===== src/rtl/core/assert_macros.svh =====
// Assertion macros shared by the RTL of the mesh interpolator.
// No dependencies; included by files that carry concurrent assertions.
`ifndef ASSERT_MACROS_SVH
`define ASSERT_MACROS_SVH

// Clocked property with active-low reset disable.
`define ASSERT_CLK(label, clk, rst_n, prop, msg) \
    label: assert property (@(posedge clk) disable iff (!rst_n) prop) else $error(msg);

// Antecedent holds, consequent holds on the next clock.
`define ASSERT_NEXT(label, clk, rst_n, ante, cons, msg) \
    `ASSERT_CLK(label, clk, rst_n, (ante) |=> (cons), msg)

`endif


===== src/rtl/core/tmpi_pkg.sv =====
// Package of the triangle mesh point interpolator: item kinds, register
// indexes, select codes and the controller/datapath command and status types.
package tmpi_pkg;

    localparam int IDX_W     = 10;  // node / element index field width
    localparam int CFG_W     = 11;  // configuration register width
    localparam int CFG_IDX_W = 8;   // configuration index width

    typedef enum logic [1:0] {
        KIND_NODE,
        KIND_ELEM,
        KIND_VALUE,
        KIND_QUERY
    } t_kind;

    localparam logic [CFG_IDX_W-1:0] CFG_ELEM_COUNT  = 8'd0;
    localparam logic [CFG_IDX_W-1:0] CFG_VALUE_COUNT = 8'd1;

    typedef enum logic [1:0] {
        CORNER_A,
        CORNER_B,
        CORNER_C
    } t_corner;

    typedef enum logic [1:0] {
        CR_FULL,
        CR_W0,
        CR_W1,
        CR_W2
    } t_cross;

    typedef struct packed {
        logic    q_start;
        logic    corn_ld;
        t_corner node_rd_sel;
        logic    node_ld;
        t_corner node_ld_sel;
        logic    cross_en;
        t_cross  cross_sel;
        logic    mul_en;
        t_corner mul_sel;
        logic    acc_clr;
        logic    set_found;
        logic    div_init;
        logic    div_step;
        logic    elem_next;
    } t_dp_cmd;

    typedef struct packed {
        logic e_done;
        logic nodes_ok;
        logic hit;
    } t_dp_sts;

endpackage


===== src/rtl/core/tmpi_ctrl.sv =====
// Sequencer of the mesh interpolator: walks elements, steps the cross
// products, weighted sum and divider. Depends on tmpi_pkg.
module tmpi_ctrl import tmpi_pkg::*; #(
    parameter int VALUE_BITS = 24
) (
    input  logic    i_clk,
    input  logic    i_rst_n,
    input  logic    i_query,
    input  t_dp_sts i_sts,
    input  logic    i_out_free,
    output t_dp_cmd o_cmd,
    output logic    o_busy,
    output logic    o_out_load
);

    localparam int DCW = $clog2(VALUE_BITS);

    typedef enum logic [3:0] {
        S_IDLE, S_ELEM, S_CORN, S_NA, S_NB, S_NC, S_NL,
        S_XP, S_CHK, S_MUL, S_DINIT, S_DIV, S_OUT
    } t_state;

    t_state           r_state, n_state;
    logic [1:0]       r_k, n_k;
    logic [DCW-1:0]   r_dcnt, n_dcnt;

    // next state and step counters
    always_comb begin
        n_state = r_state;
        n_k     = r_k;
        n_dcnt  = r_dcnt;
        unique case (r_state)
            S_IDLE:  if (i_query) n_state = S_ELEM;
            S_ELEM:  n_state = i_sts.e_done ? S_OUT : S_CORN;
            S_CORN:  n_state = S_NA;
            S_NA:    n_state = i_sts.nodes_ok ? S_NB : S_ELEM;
            S_NB:    n_state = S_NC;
            S_NC:    n_state = S_NL;
            S_NL: begin
                n_state = S_XP;
                n_k     = 2'd0;
            end
            S_XP: begin
                n_k = r_k + 2'd1;
                if (r_k == 2'd3) n_state = S_CHK;
            end
            S_CHK: begin
                n_k     = 2'd0;
                n_state = i_sts.hit ? S_MUL : S_ELEM;
            end
            S_MUL: begin
                n_k = r_k + 2'd1;
                if (r_k == 2'd2) n_state = S_DINIT;
            end
            S_DINIT: begin
                n_dcnt  = '0;
                n_state = S_DIV;
            end
            S_DIV: begin
                n_dcnt = r_dcnt + DCW'(1);
                if (r_dcnt == DCW'(VALUE_BITS - 1)) n_state = S_OUT;
            end
            S_OUT:   if (i_out_free) n_state = S_IDLE;
            default: n_state = S_IDLE;
        endcase
    end

    // state register
    always_ff @(posedge i_clk) begin
        if (!i_rst_n) begin
            r_state <= S_IDLE;
            r_k     <= '0;
            r_dcnt  <= '0;
        end else begin
            r_state <= n_state;
            r_k     <= n_k;
            r_dcnt  <= n_dcnt;
        end
    end

    // command decode
    always_comb begin
        o_cmd             = '0;
        o_cmd.node_rd_sel = CORNER_A;
        o_cmd.node_ld_sel = CORNER_A;
        o_cmd.cross_sel   = t_cross'(r_k);
        o_cmd.mul_sel     = t_corner'(r_k);
        o_out_load        = 1'b0;
        unique case (r_state)
            S_IDLE:  o_cmd.q_start = i_query;
            S_ELEM:  ;
            S_CORN:  o_cmd.corn_ld = 1'b1;
            S_NA: begin
                o_cmd.node_rd_sel = CORNER_A;
                o_cmd.elem_next   = !i_sts.nodes_ok;
            end
            S_NB: begin
                o_cmd.node_ld     = 1'b1;
                o_cmd.node_ld_sel = CORNER_A;
                o_cmd.node_rd_sel = CORNER_B;
            end
            S_NC: begin
                o_cmd.node_ld     = 1'b1;
                o_cmd.node_ld_sel = CORNER_B;
                o_cmd.node_rd_sel = CORNER_C;
            end
            S_NL: begin
                o_cmd.node_ld     = 1'b1;
                o_cmd.node_ld_sel = CORNER_C;
            end
            S_XP:    o_cmd.cross_en = 1'b1;
            S_CHK: begin
                o_cmd.set_found = i_sts.hit;
                o_cmd.acc_clr   = i_sts.hit;
                o_cmd.elem_next = !i_sts.hit;
            end
            S_MUL:   o_cmd.mul_en   = 1'b1;
            S_DINIT: o_cmd.div_init = 1'b1;
            S_DIV:   o_cmd.div_step = 1'b1;
            S_OUT:   o_out_load     = i_out_free;
            default: ;
        endcase
    end

    assign o_busy = (r_state != S_IDLE);

endmodule


===== config.mk =====
export PLATFORM = sky130hd
export DESIGN_NAME = tmpi_ctrl
export DESIGN_NICKNAME = d
export VERILOG_FILES = /design/src/rtl/core/assert_macros.svh /design/src/rtl/core/tmpi_pkg.sv /design/src/rtl/core/tmpi_ctrl.sv
export SDC_FILE = /design/constraint.sdc
export NUM_CORES = 1
export LEC_CHECK = 0
export BUFFER_PORTS_ARGS = -buffer_cell sky130_fd_sc_hd__buf_4
export CAP_MARGIN = 20
export CORE_MARGIN = 4
export CORE_UTILIZATION = 32
export DETAILED_ROUTE_END_ITERATION = 6
export PLACE_DENSITY = 0.64
export SETUP_SLACK_MARGIN = 0.05
export SLEW_MARGIN = 20
export SYNTH_ARGS = -nofsm -noshare
export SYNTH_HDL_FRONTEND = slang
export SYNTH_SLANG_ARGS = --single-unit

===== constraint.sdc =====
create_clock -name i_clk -period 1.8 [get_ports i_clk]
set_input_delay 0.09 -clock i_clk [delete_from_list [all_inputs] [get_ports i_clk]]
set_output_delay 0.09 -clock i_clk [all_outputs]
set_load 0.02 [all_outputs]

# [Word-level counts from Yosys, hierarchy flattened]
# Index checks and enable logic that the tools add are counted.
[word_totals] reg_bits=11 out_inout_bits=20 wordCells=56
[classes] add_sub_neg=2 n_eq_ne=20 mux=22 reduce_logical=9
[op_table] op="$pmux W4 S13" n=1
[op_table] op="$mux W4" n=7
[op_table] op="$eq A4 B4 Y1 const B" n=5
[op_table] op="$eq A4 B3 Y1 const B" n=4
[op_table] op="$ne A2 B2 Y1 const B" n=5
[op_table] op="$pmux W5 S2" n=1
[op_table] op="$pmux W3 S3" n=1
[op_table] op="$eq A4 B2 Y1 const B" n=2
[op_table] op="$pmux W2 S2" n=2
[op_table] op="$mux W1" n=7
[op_table] op="$add A5 B1 Y5 const B" n=1
[op_table] op="$eq A5 B5 Y1 const B" n=1
[op_table] op="$reduce_and A5 Y1" n=1
[op_table] op="$eq A2 B2 Y1 const B" n=2
[op_table] op="$eq A4 B1 Y1 const B" n=1
[op_table] op="$logic_not A4 Y1" n=1
[op_table] op="$reduce_bool A2 Y1" n=2
[op_table] op="$reduce_bool A4 Y1" n=1
[op_table] op="$reduce_or A2 Y1" n=2
[op_table] op="$mux W3" n=1
[op_table] op="$add A2 B1 Y2 const B" n=1
[op_table] op="$logic_not A1 Y1" n=2
[op_table] op="$mux W2" n=1
[op_table] op="$pmux W1 S2" n=1

# [Logic depth before layout (Yosys ltp)]
# Gate-level depths: netlist of run 1.
[depth] word_depth=3 mapped_depth=6 depth_no_buf=6

# [Worst setup path before layout of run 1]
# No wires, ideal clock.
[synth_path] path_type="reg2reg" from="register r_k[1]" to="register r_state[0]" t_arrival_ns=1.416 path_slack_ns=0.262 stages_incl_launch_ff=6 cell_sequence="dfxtp_1 > ha_1 > nor4bb_1 > a211oi_2 > o21ai_2 > o311a_1"
[synth_between] elab_chain_len=3 elab_cells_between_ends=5 cone_classes="eq/ne: 4; reduce/logical: 1"
[synth_rtl] element="start: declaration" line_no="tmpi_ctrl.sv:24" text="logic [1:0] r_k, n_k;"
[synth_rtl] element="start signal: assignment" line_no="tmpi_ctrl.sv:76" text="r_k <= n_k;"
[synth_rtl] element="$eq A2 B2 Y1 (on tied branches)" line_no="tmpi_ctrl.sv:53, tmpi_ctrl.sv:45"
[synth_rtl] element="$ne A2 B2 Y1 (no source line)"
[synth_rtl] element="$reduce_and A5 Y1 (no source line) *"
[synth_rtl] element="end signal: assignment" line_no="tmpi_ctrl.sv:75" text="r_state <= n_state;"
[synth_rtl] element="end: declaration" line_no="tmpi_ctrl.sv:23" text="t_state r_state, n_state;"
# Mark *: on every way between the ends. The rest lies on a longest branch, timed or not.
# A chain may end at the register's enable or synchronous reset.

==> impl_metrics.yaml, run 1 <==
route:
  wl_per_cell_um: 12.9
  ant_nets: 0
  drt_iter0_drc: 36
  drc: 0
  drtPass1Iterations: 4
  routed_via_density: 5.23
  vias: 937
  wl_um: 2320
synthesis:
  syn_inst: 125
  synth-edff-count: 0
  syn_area_per_cell_um2: 7.28
  syn-num-nets: 135
  ys_ff_latch: 11
  ys_types: 36
  synth-async-reset-ratio_pct: 0
  ys_seq_area_share_pct: 24.2
  synth_area_um2: 910
  ys.flop_type: "dfxtp_1"
  synth_warnings: 0
worst_setup_path:
  crit_type: "reg -> out"
  startpoint_type: "flop"
  crit_path_frequent_cell: "buf_4"
  cp_slowest_cell: "dfxtp_4"
  crit_path_end_kind: "output pin"
  arrival_ps: 1530
  crit_required_ps: 1710
  critical-path-max-stage-delay_ps: 420
  crit_chain: "buf_4 > nand2_1 > o32a_1 > nor2_1 > buf_4"
  critPathMaxFanout: 11
global_routing:
  grt_usage_pct: 13.6
  grt.overflow.total: 0
  antenna_found_initial: 0
  grt_pass1_wl_um: 3910
  grt_max_degree: 15
  grt_pass1_vias: 869
pwr:
  power_density_nw_per_um2: 1310
  power_leakage_uw: 0.000485
  peakVddDrop_mv: 0.669
cts:
  clk-insertion-delay-late_ps: 260
  cts_htree_levels: 1
  clockBufferDepth: 2
  cts_tree: "built"
  cts.root.buffer_cell: "clkbuf_4"
  clk_pin_slew_worst_paths_ps: 70
  ctsHoldBuffers: 0
  postCtsSetupRepairBufs: 0
  cts_sinks: 11
  cts_buffers: 3
timing:
  rsz0062_at_grt: "yes"
  tns_ps: 0
  fin_crit_sh_pct: 90.1
  min_period_ps: 1620
  finClkSkew_ps: 6.60
  relSlewSlack_pct: 78.6
  hold_violations: 0
  slew_violations: 0
  worst_pin_slew_ps: 320
  finalSetupViolations: 0
  max_freq_mhz: 616
cells_and_area:
  num-fill-cells: 287
  layout.nets: 159
  fin_cells: 179
  diodes: 0
  final_common_cell: "buf_4"
  final_cell_mix: "30 x buf_4, 17 x nand2_1, 14 x nor2_1"
  utilization_pct: 41.8
  syn_to_final_growth_pct: 25.7
  drive_gt1_share_pct: 28.4
die:
  die_height_um: 61.3
  die_w_um: 61.3
  num_rows: 19
  core-area_um2: 2730
  start_util_pct: 33.3
  io_pins: 27
  dieArea_um2: 3760
placed_design:
  post-dp-hpwl_um: 1740
  dp_cells: 175
  portBuffers: 26
  routabilityCongestion: 0.787
hold_path:
  hp-class: "in -> reg"
flow_run:
  cap_violations: 0
run_status:
  status: "finished clean"
## flip-flops by register name, summed over array words and instances (netlist names)
signal and count:
r_dcnt 5, r_state 4, r_k 2
## cell type report
class                      instances  area (µm²)  area share (%)
sequential                        11         226            19.8
timing repair buffer              30         225            19.7
inverter                           3        11.3           0.985
multi-input combinational        100         616            53.8
clock buffer                       4        26.3            2.30
tap                               31        38.8            3.39
## power breakdown
| part | internal, µW | switching, µW | leakage, µW |
|---|---|---|---|
| registers | 299 | 126 | 0.0000909 |
| clock network | 85.6 | 77.4 | 0.0000150 |
| logic | 387 | 522 | 0.000379 |
## metrics by stage
step	setup slack [ps]	cell area, µm²	power, µW	hold slack, ps
2_1_floorplan	262	910	1050	218
3_3_place_gp	250	1110	1310	388
3_5_place_dp	217	1110	1320	381
4_1_cts	70.7	1140	1500	98.8
5_1_grt	34.0	1140	1630	110
6_report	177	1140	1500	106
## cell families (layout without fill, tap and decap cells)
kind of cell             Yosys count  in the layout  share of synthesized area, %
flip-flops                        11             11                          24.2
AND/OR/NAND/NOR                   63             63                          38.2
buffers and inverters             14             37                          8.39
AO/OA/AOI/OAI                     30             30                          20.6
multiplexers                       4              4                          4.40
adder cells (fa/ha/maj)            3              3                          4.13
## synthesized netlist by cell type (2+ instances only)
| master | count | area share [%] |
|---|---|---|
| and3b_1 | 2 | 1.9 |
| buf_4 | 4 | 3.3 |
| nand3b_1 | 4 | 3.3 |
| nand2b_1 | 3 | 2.1 |
| inv_1 | 2 | 0.83 |
| nor2b_1 | 2 | 1.4 |
| and2_1 | 2 | 1.4 |
| mux2i_1 | 4 | 4.4 |
| or3b_1 | 2 | 1.9 |
| dfxtp_1 | 11 | 24 |
| nor3_1 | 6 | 3.3 |
| ha_1 | 3 | 4.1 |
| nor2_1 | 15 | 6.2 |
| a21oi_1 | 11 | 6.1 |
| nand3_1 | 3 | 1.7 |
| o21ai_1 | 5 | 2.8 |
| buf_2 | 7 | 3.9 |
| o21ai_0 | 5 | 2.8 |
| nand2_1 | 17 | 7.0 |
## metal layers
metal	up-vias	track usage, %	routed length [µm]	part of all wire (%)
li1	484	-	-	-
met1	430	17.4	1070	46
met2	21	22.4	1090	47
met3	2	2.73	142	6.1
met4	0	5.57	17	0.73
met5	-	0	0	0
## timing repair
action,in CTS,in global routing
endpoints found under the setup margin,1,2
gates cloned,0,0
hold endpoints to repair,0,0
pin swaps,0,0
gates resized for setup,2,3
## worst paths after layout
path / startpoint / endpoint / slack, ps / cells after the start
hold reg to reg: r_dcnt[1] / r_dcnt[1] / 480 / 2
setup / recovery: r_state[1] / o_cmd[0] / 180 / 5
setup reg to reg: r_dcnt[0] / r_state[0] / 200 / 5
hold / removal: i_rst_n / r_k[0] / 110 / 2
## worst max-delay path, delay by kind of cell (launching register included)
kind | cells | cell delay (ps)
simple gates | 2 | 210
buf+inv | 2 | 330
compound gates | 1 | 310
flops | 1 | 420
No activity file was read; power rests on OpenSTA's default activity.
==> inputs of run 2 (changes only) <==
Settings changed: CORE_MARGIN 4 to unset.
==> run 2 against run 1 <==
Net effect:
- wire length shrank 5.5%
- non-clock buffer count grew 2
- sequential power shrank 4%
- critical path depth shrank 1
- worst hold slack lost 1.4 ps
- register-to-register slack gained 20 ps
- clock power grew 7%
- clock-buffer cell count is the same
- total power grew 1.4%
- global-route usage grew 1.5 points
- largest power group unchanged
==> impl_metrics.yaml, run 2 (same netlist as run 1, synthesis figures left out) <==
run_status:
  status: "finished clean"
timing:
  rsz0062_at_grt: "yes"
  finClkSkew_ps: 5.47
  max_freq_mhz: 598
  min_period_ps: 1670
  slew_violations: 0
  finalSetupViolations: 0
  fin_crit_sh_pct: 92.9
  hold_violations: 0
  worst_pin_slew_ps: 385
  relSlewSlack_pct: 74.3
  tns_ps: 0
flow_run:
  cap_violations: 0
worst_setup_path:
  crit_path_end_kind: "output pin"
  critPathMaxFanout: 10
  startpoint_type: "flop"
  crit_required_ps: 1710
  arrival_ps: 1580
  cp_slowest_cell: "dfxtp_1"
  critical-path-max-stage-delay_ps: 560
  crit_chain: "nand2_1 > o32a_1 > nor2_1 > buf_4"
  crit_type: "reg -> out"
die:
  core-area_um2: 2590
  num_rows: 18
  dieArea_um2: 3060
  die_height_um: 55.3
  io_pins: 27
  die_w_um: 55.3
  start_util_pct: 35.1
pwr:
  power_density_nw_per_um2: 1320
  switchingPower_uw: 727
  peakVddDrop_mv: 0.627
  swShare_pct: 47.9
  internal_power_uw: 791
  power_leakage_uw: 0.000494
  power_frac_clock_pct: 11.5
  pwr-share-comb_pct: 61.6
  power_frac_seq_pct: 26.8
route:
  vias: 954
  wl_um: 2190
  routed_via_density: 5.30
  ant_nets: 0
  wl_per_cell_um: 12.2
  drc: 0
  drtPass1Iterations: 5
  drt_iter0_drc: 48
cts:
  clk-insertion-delay-late_ps: 270
  cts_buffers: 3
  clk_pin_slew_worst_paths_ps: 70
  clockBufferDepth: 2
  cts.root.buffer_cell: "clkbuf_4"
  cts_htree_levels: 1
  cts_sinks: 11
  ctsHoldBuffers: 0
  cts_tree: "built"
placed_design:
  post-dp-hpwl_um: 1630
  routabilityCongestion: 0.773
  portBuffers: 26
  dp_cells: 176
  dpl_cell_area_um2: 1120
cells_and_area:
  syn_to_final_growth_pct: 26.5
  final_area_um2: 1150
  largest_reg_flops: 5
  largest-register: "r_dcnt"
  final_common_cell: "buf_4"
  reg_top3: "r_dcnt: 5 flops, r_state: 4 flops, r_k: 2 flops"
  layout.nets: 161
  drive_gt1_share_pct: 28.0
  utilization_pct: 44.4
  diodes: 0
  final_cell_mix: "32 x buf_4, 17 x nand2_1, 15 x nor2_1"
  fin_cells: 180
global_routing:
  grt_usage_pct: 15.2
  antenna_found_initial: 0
  grt_max_degree: 14
  grt_pass1_wl_um: 3820
  grt_pass1_vias: 888
  grt.overflow.total: 0
hold_path:
  hp-class: "in -> reg"
==> run 2: cell count changes in the layout (fill, tap and decap cells not counted), sizes merged <==
cell | previous run | this run
buf | 30 | 32
==> run 2: what timing repair did <==
item                                    CTS  global route
setup buffers                             0             0
gates resized for setup                   0             2
endpoints found under the setup margin    0            11
==> run 2: power groups by stage <==
stage | sequential, µW | clock, µW | combinational (µW)
floorplan | 327 | 0 | 721
global placement | 404 | 0 | 934
detailed placement | 406 | 0 | 937
CTS | 401 | 186 | 940
global route | 423 | 191 | 1040
finish | 408 | 175 | 936
==> run 2: final cells by class <==
cell class	instances	area, µm²
clock buffers	4	26.3
fillers	268	1440
inverters	3	11.3
multi-input cells	100	613
flip-flops and latches	11	223
well taps	30	37.5
repair buffers	32	240
==> run 2: critical path: cells and delay by family (launching register included) <==
| kind | cells | cell delay, ps |
|---|---|---|
| AO/OA/AOI/OAI | 1 | 320 |
| AND/OR/NAND/NOR | 2 | 290 |
| buffers and inverters | 1 | 150 |
| flip-flops | 1 | 560 |
==> run 2: metrics by stage <==
stage,hold WS (ps),worst slack (ps),total power [µW]
floorplan,218,262,1050
global placement,387,256,1340
detailed placement,389,233,1340
CTS,93.5,105,1530
global route,113,24.3,1650
finish,105,127,1520
==> run 2: path summary, 6_finish.rpt <==
check,from,end,slack [ps],cells after the start
hold reg to reg,r_dcnt[1],r_dcnt[1],480,2
hold / removal,i_rst_n,r_state[0],100,2
setup reg to reg,r_dcnt[0],r_state[0],220,5
setup / recovery,r_state[0],o_cmd[0],130,4
==> run 2: per-layer routing <==
metal | GRT usage (%) | up-vias | wire, µm
met2 | 25.0 | 27 | 1060
met3 | 2.34 | 2 | 83
met5 | 0 | - | 0
met1 | 19.2 | 436 | 1030
li1 | - | 489 | -
met4 | 7.50 | 0 | 14
==> inputs of run 3 (changes only) <==
Settings changed: BUFFER_PORTS_ARGS -buffer_cell sky130_fd_sc_hd__buf_4 to -buffer_cell sky130_fd_sc_hd__buf_2.
==> run 3 against run 2 <==
Net effect:
- sequential cell count did not move
- setup slack improved by 60 ps
- sequential share of layout area grew 1.1 points
- worst hold slack better by 22 ps
- via count up 1.6%
- critical path depth is 1 higher
==> impl_metrics.yaml, run 3 (same netlist as run 1, synthesis figures left out) <==
route:
  ant_nets: 0
  routed_via_density: 5.35
  drt_iter0_drc: 32
  wl_um: 2150
  wl_per_cell_um: 11.9
  drc: 0
  drtPass1Iterations: 4
  vias: 969
flow_run:
  cap_violations: 0
cts:
  clockBufferDepth: 2
  cts_sinks: 11
  cts_buffers: 3
  clk-insertion-delay-late_ps: 270
  cts_htree_levels: 1
  cts_tree: "built"
  postCtsSetupRepairBufs: 0
  ctsResizeCount: 0
  ctsHoldBuffers: 0
  clk_pin_slew_worst_paths_ps: 70
  cts.root.buffer_cell: "clkbuf_4"
timing:
  relSlewSlack_pct: 77.6
  hold_violations: 0
  slew_violations: 0
  min_period_ps: 1610
  finalSetupViolations: 0
  finClkSkew_ps: 2.15
  rsz0062_at_grt: "no"
  fin_crit_sh_pct: 89.6
  worst_pin_slew_ps: 331
  tns_ps: 0
  max_freq_mhz: 620
cells_and_area:
  final_cell_mix: "26 x buf_2, 17 x nand2_1, 15 x nor2_1"
  diodes: 0
  largest-register: "r_dcnt"
  utilization_pct: 42.3
  final_area_um2: 1090
  num-fill-cells: 273
  final_common_cell: "buf_2"
  reg_top3: "r_dcnt: 5 flops, r_state: 4 flops, r_k: 2 flops"
  syn_to_final_growth_pct: 20.4
  largest_reg_flops: 5
  drive_gt1_share_pct: 29.1
  layout.nets: 162
global_routing:
  grt_pass1_wl_um: 3620
  grt_pass1_vias: 816
  grt_max_degree: 14
  grt.overflow.total: 0
  antenna_found_initial: 0
  grt_usage_pct: 14.2
pwr:
  power_density_nw_per_um2: 1340
  peakVddDrop_mv: 0.621
  power_leakage_uw: 0.000494
worst_setup_path:
  crit_required_ps: 1950
  arrival_ps: 1770
  crit_type: "reg -> reg"
  reg2reg_depth: 5
  startpoint: "r_dcnt[0]"
  startpoint_type: "flop"
  worstSetupEndpoint: "r_state[0]"
  crit_path_end_kind: "flop"
  critPathMaxFanout: 4
  r2r_end: "r_state[0]"
  rr_startpoint: "r_dcnt[0]"
  r2r_slack_ps: 190
run_status:
  status: "finished clean"
die:
  core-area_um2: 2590
  dieArea_um2: 3060
  die_height_um: 55.3
  num_rows: 18
  io_pins: 27
  die_w_um: 55.3
  start_util_pct: 35.1
placed_design:
  routabilityCongestion: 0.760
  dpl_cell_area_um2: 1060
  portBuffers: 26
  post-dp-hpwl_um: 1620
hold_path:
  hp-class: "in -> reg"
==> run 3: cell count changes in the layout (fill, tap and decap cells not counted) <==
cell and change:
buf_2 +26, buf_4 -25, dfxtp_1 -1, dfxtp_2 +1
==> run 3: final cells by class <==
cell class / instances / area [µm²] / area share (%)
inverters: 3 / 11.3 / 1.03
well taps: 30 / 37.5 / 3.43
clock buffers: 4 / 26.3 / 2.40
repair buffers: 33 / 183 / 16.7
multi-input cells: 100 / 613 / 56.0
flip-flops and latches: 11 / 224 / 20.5
==> run 3: report_power, final <==
| part | total (µW) | leakage [µW] | switching, µW | internal (µW) |
|---|---|---|---|---|
| registers | 405 | 0.0000903 | 110 | 295 |
| logic | 899 | 0.000389 | 528 | 371 |
| clock network | 169 | 0.0000150 | 82.9 | 85.8 |
| total | 1470 | 0.000494 | 720 | 752 |
==> run 3: worst min path at each step <==
stage	to	start	cells past startpoint
after floorplan	r_k[0]	i_rst_n	1
after CTS	r_state[0]	i_rst_n	2
after detailed placement	r_state[0]	i_rst_n	2
after global routing	r_state[0]	i_rst_n	2
final	r_state[0]	i_rst_n	2
after global placement	r_state[0]	i_rst_n	2
==> run 3: stage by stage <==
| stage | instances | total power (µW) | setup WS, ps | hold WS (ps) |
|---|---|---|---|---|
| floorplan | 125 | 1050 | 262 | 218 |
| global placement | 177 | 1290 | 276 | 406 |
| detailed placement | 177 | 1300 | 242 | 408 |
| CTS | 181 | 1480 | 81.3 | 120 |
| global route | 181 | 1600 | 63.0 | 121 |
| finish | 181 | 1470 | 187 | 126 |
==> run 3: worst max-delay path: stages, from the launching register on <==
cell and delay (ps):
dfxtp_1 370, ha_1 230, nand4b_1 140, a211oi_2 270, o21ai_2 120, o311a_1 370
==> run 3: routing by layer <==
metal  vias to the layer above  wire length (µm)  GRT usage [%]
met5                         -                 0              0
met4                         0                22           5.36
met3                         4               122           2.11
met2                        35               982           23.6
met1                       438              1020           18.4
li1                        492                 -              -
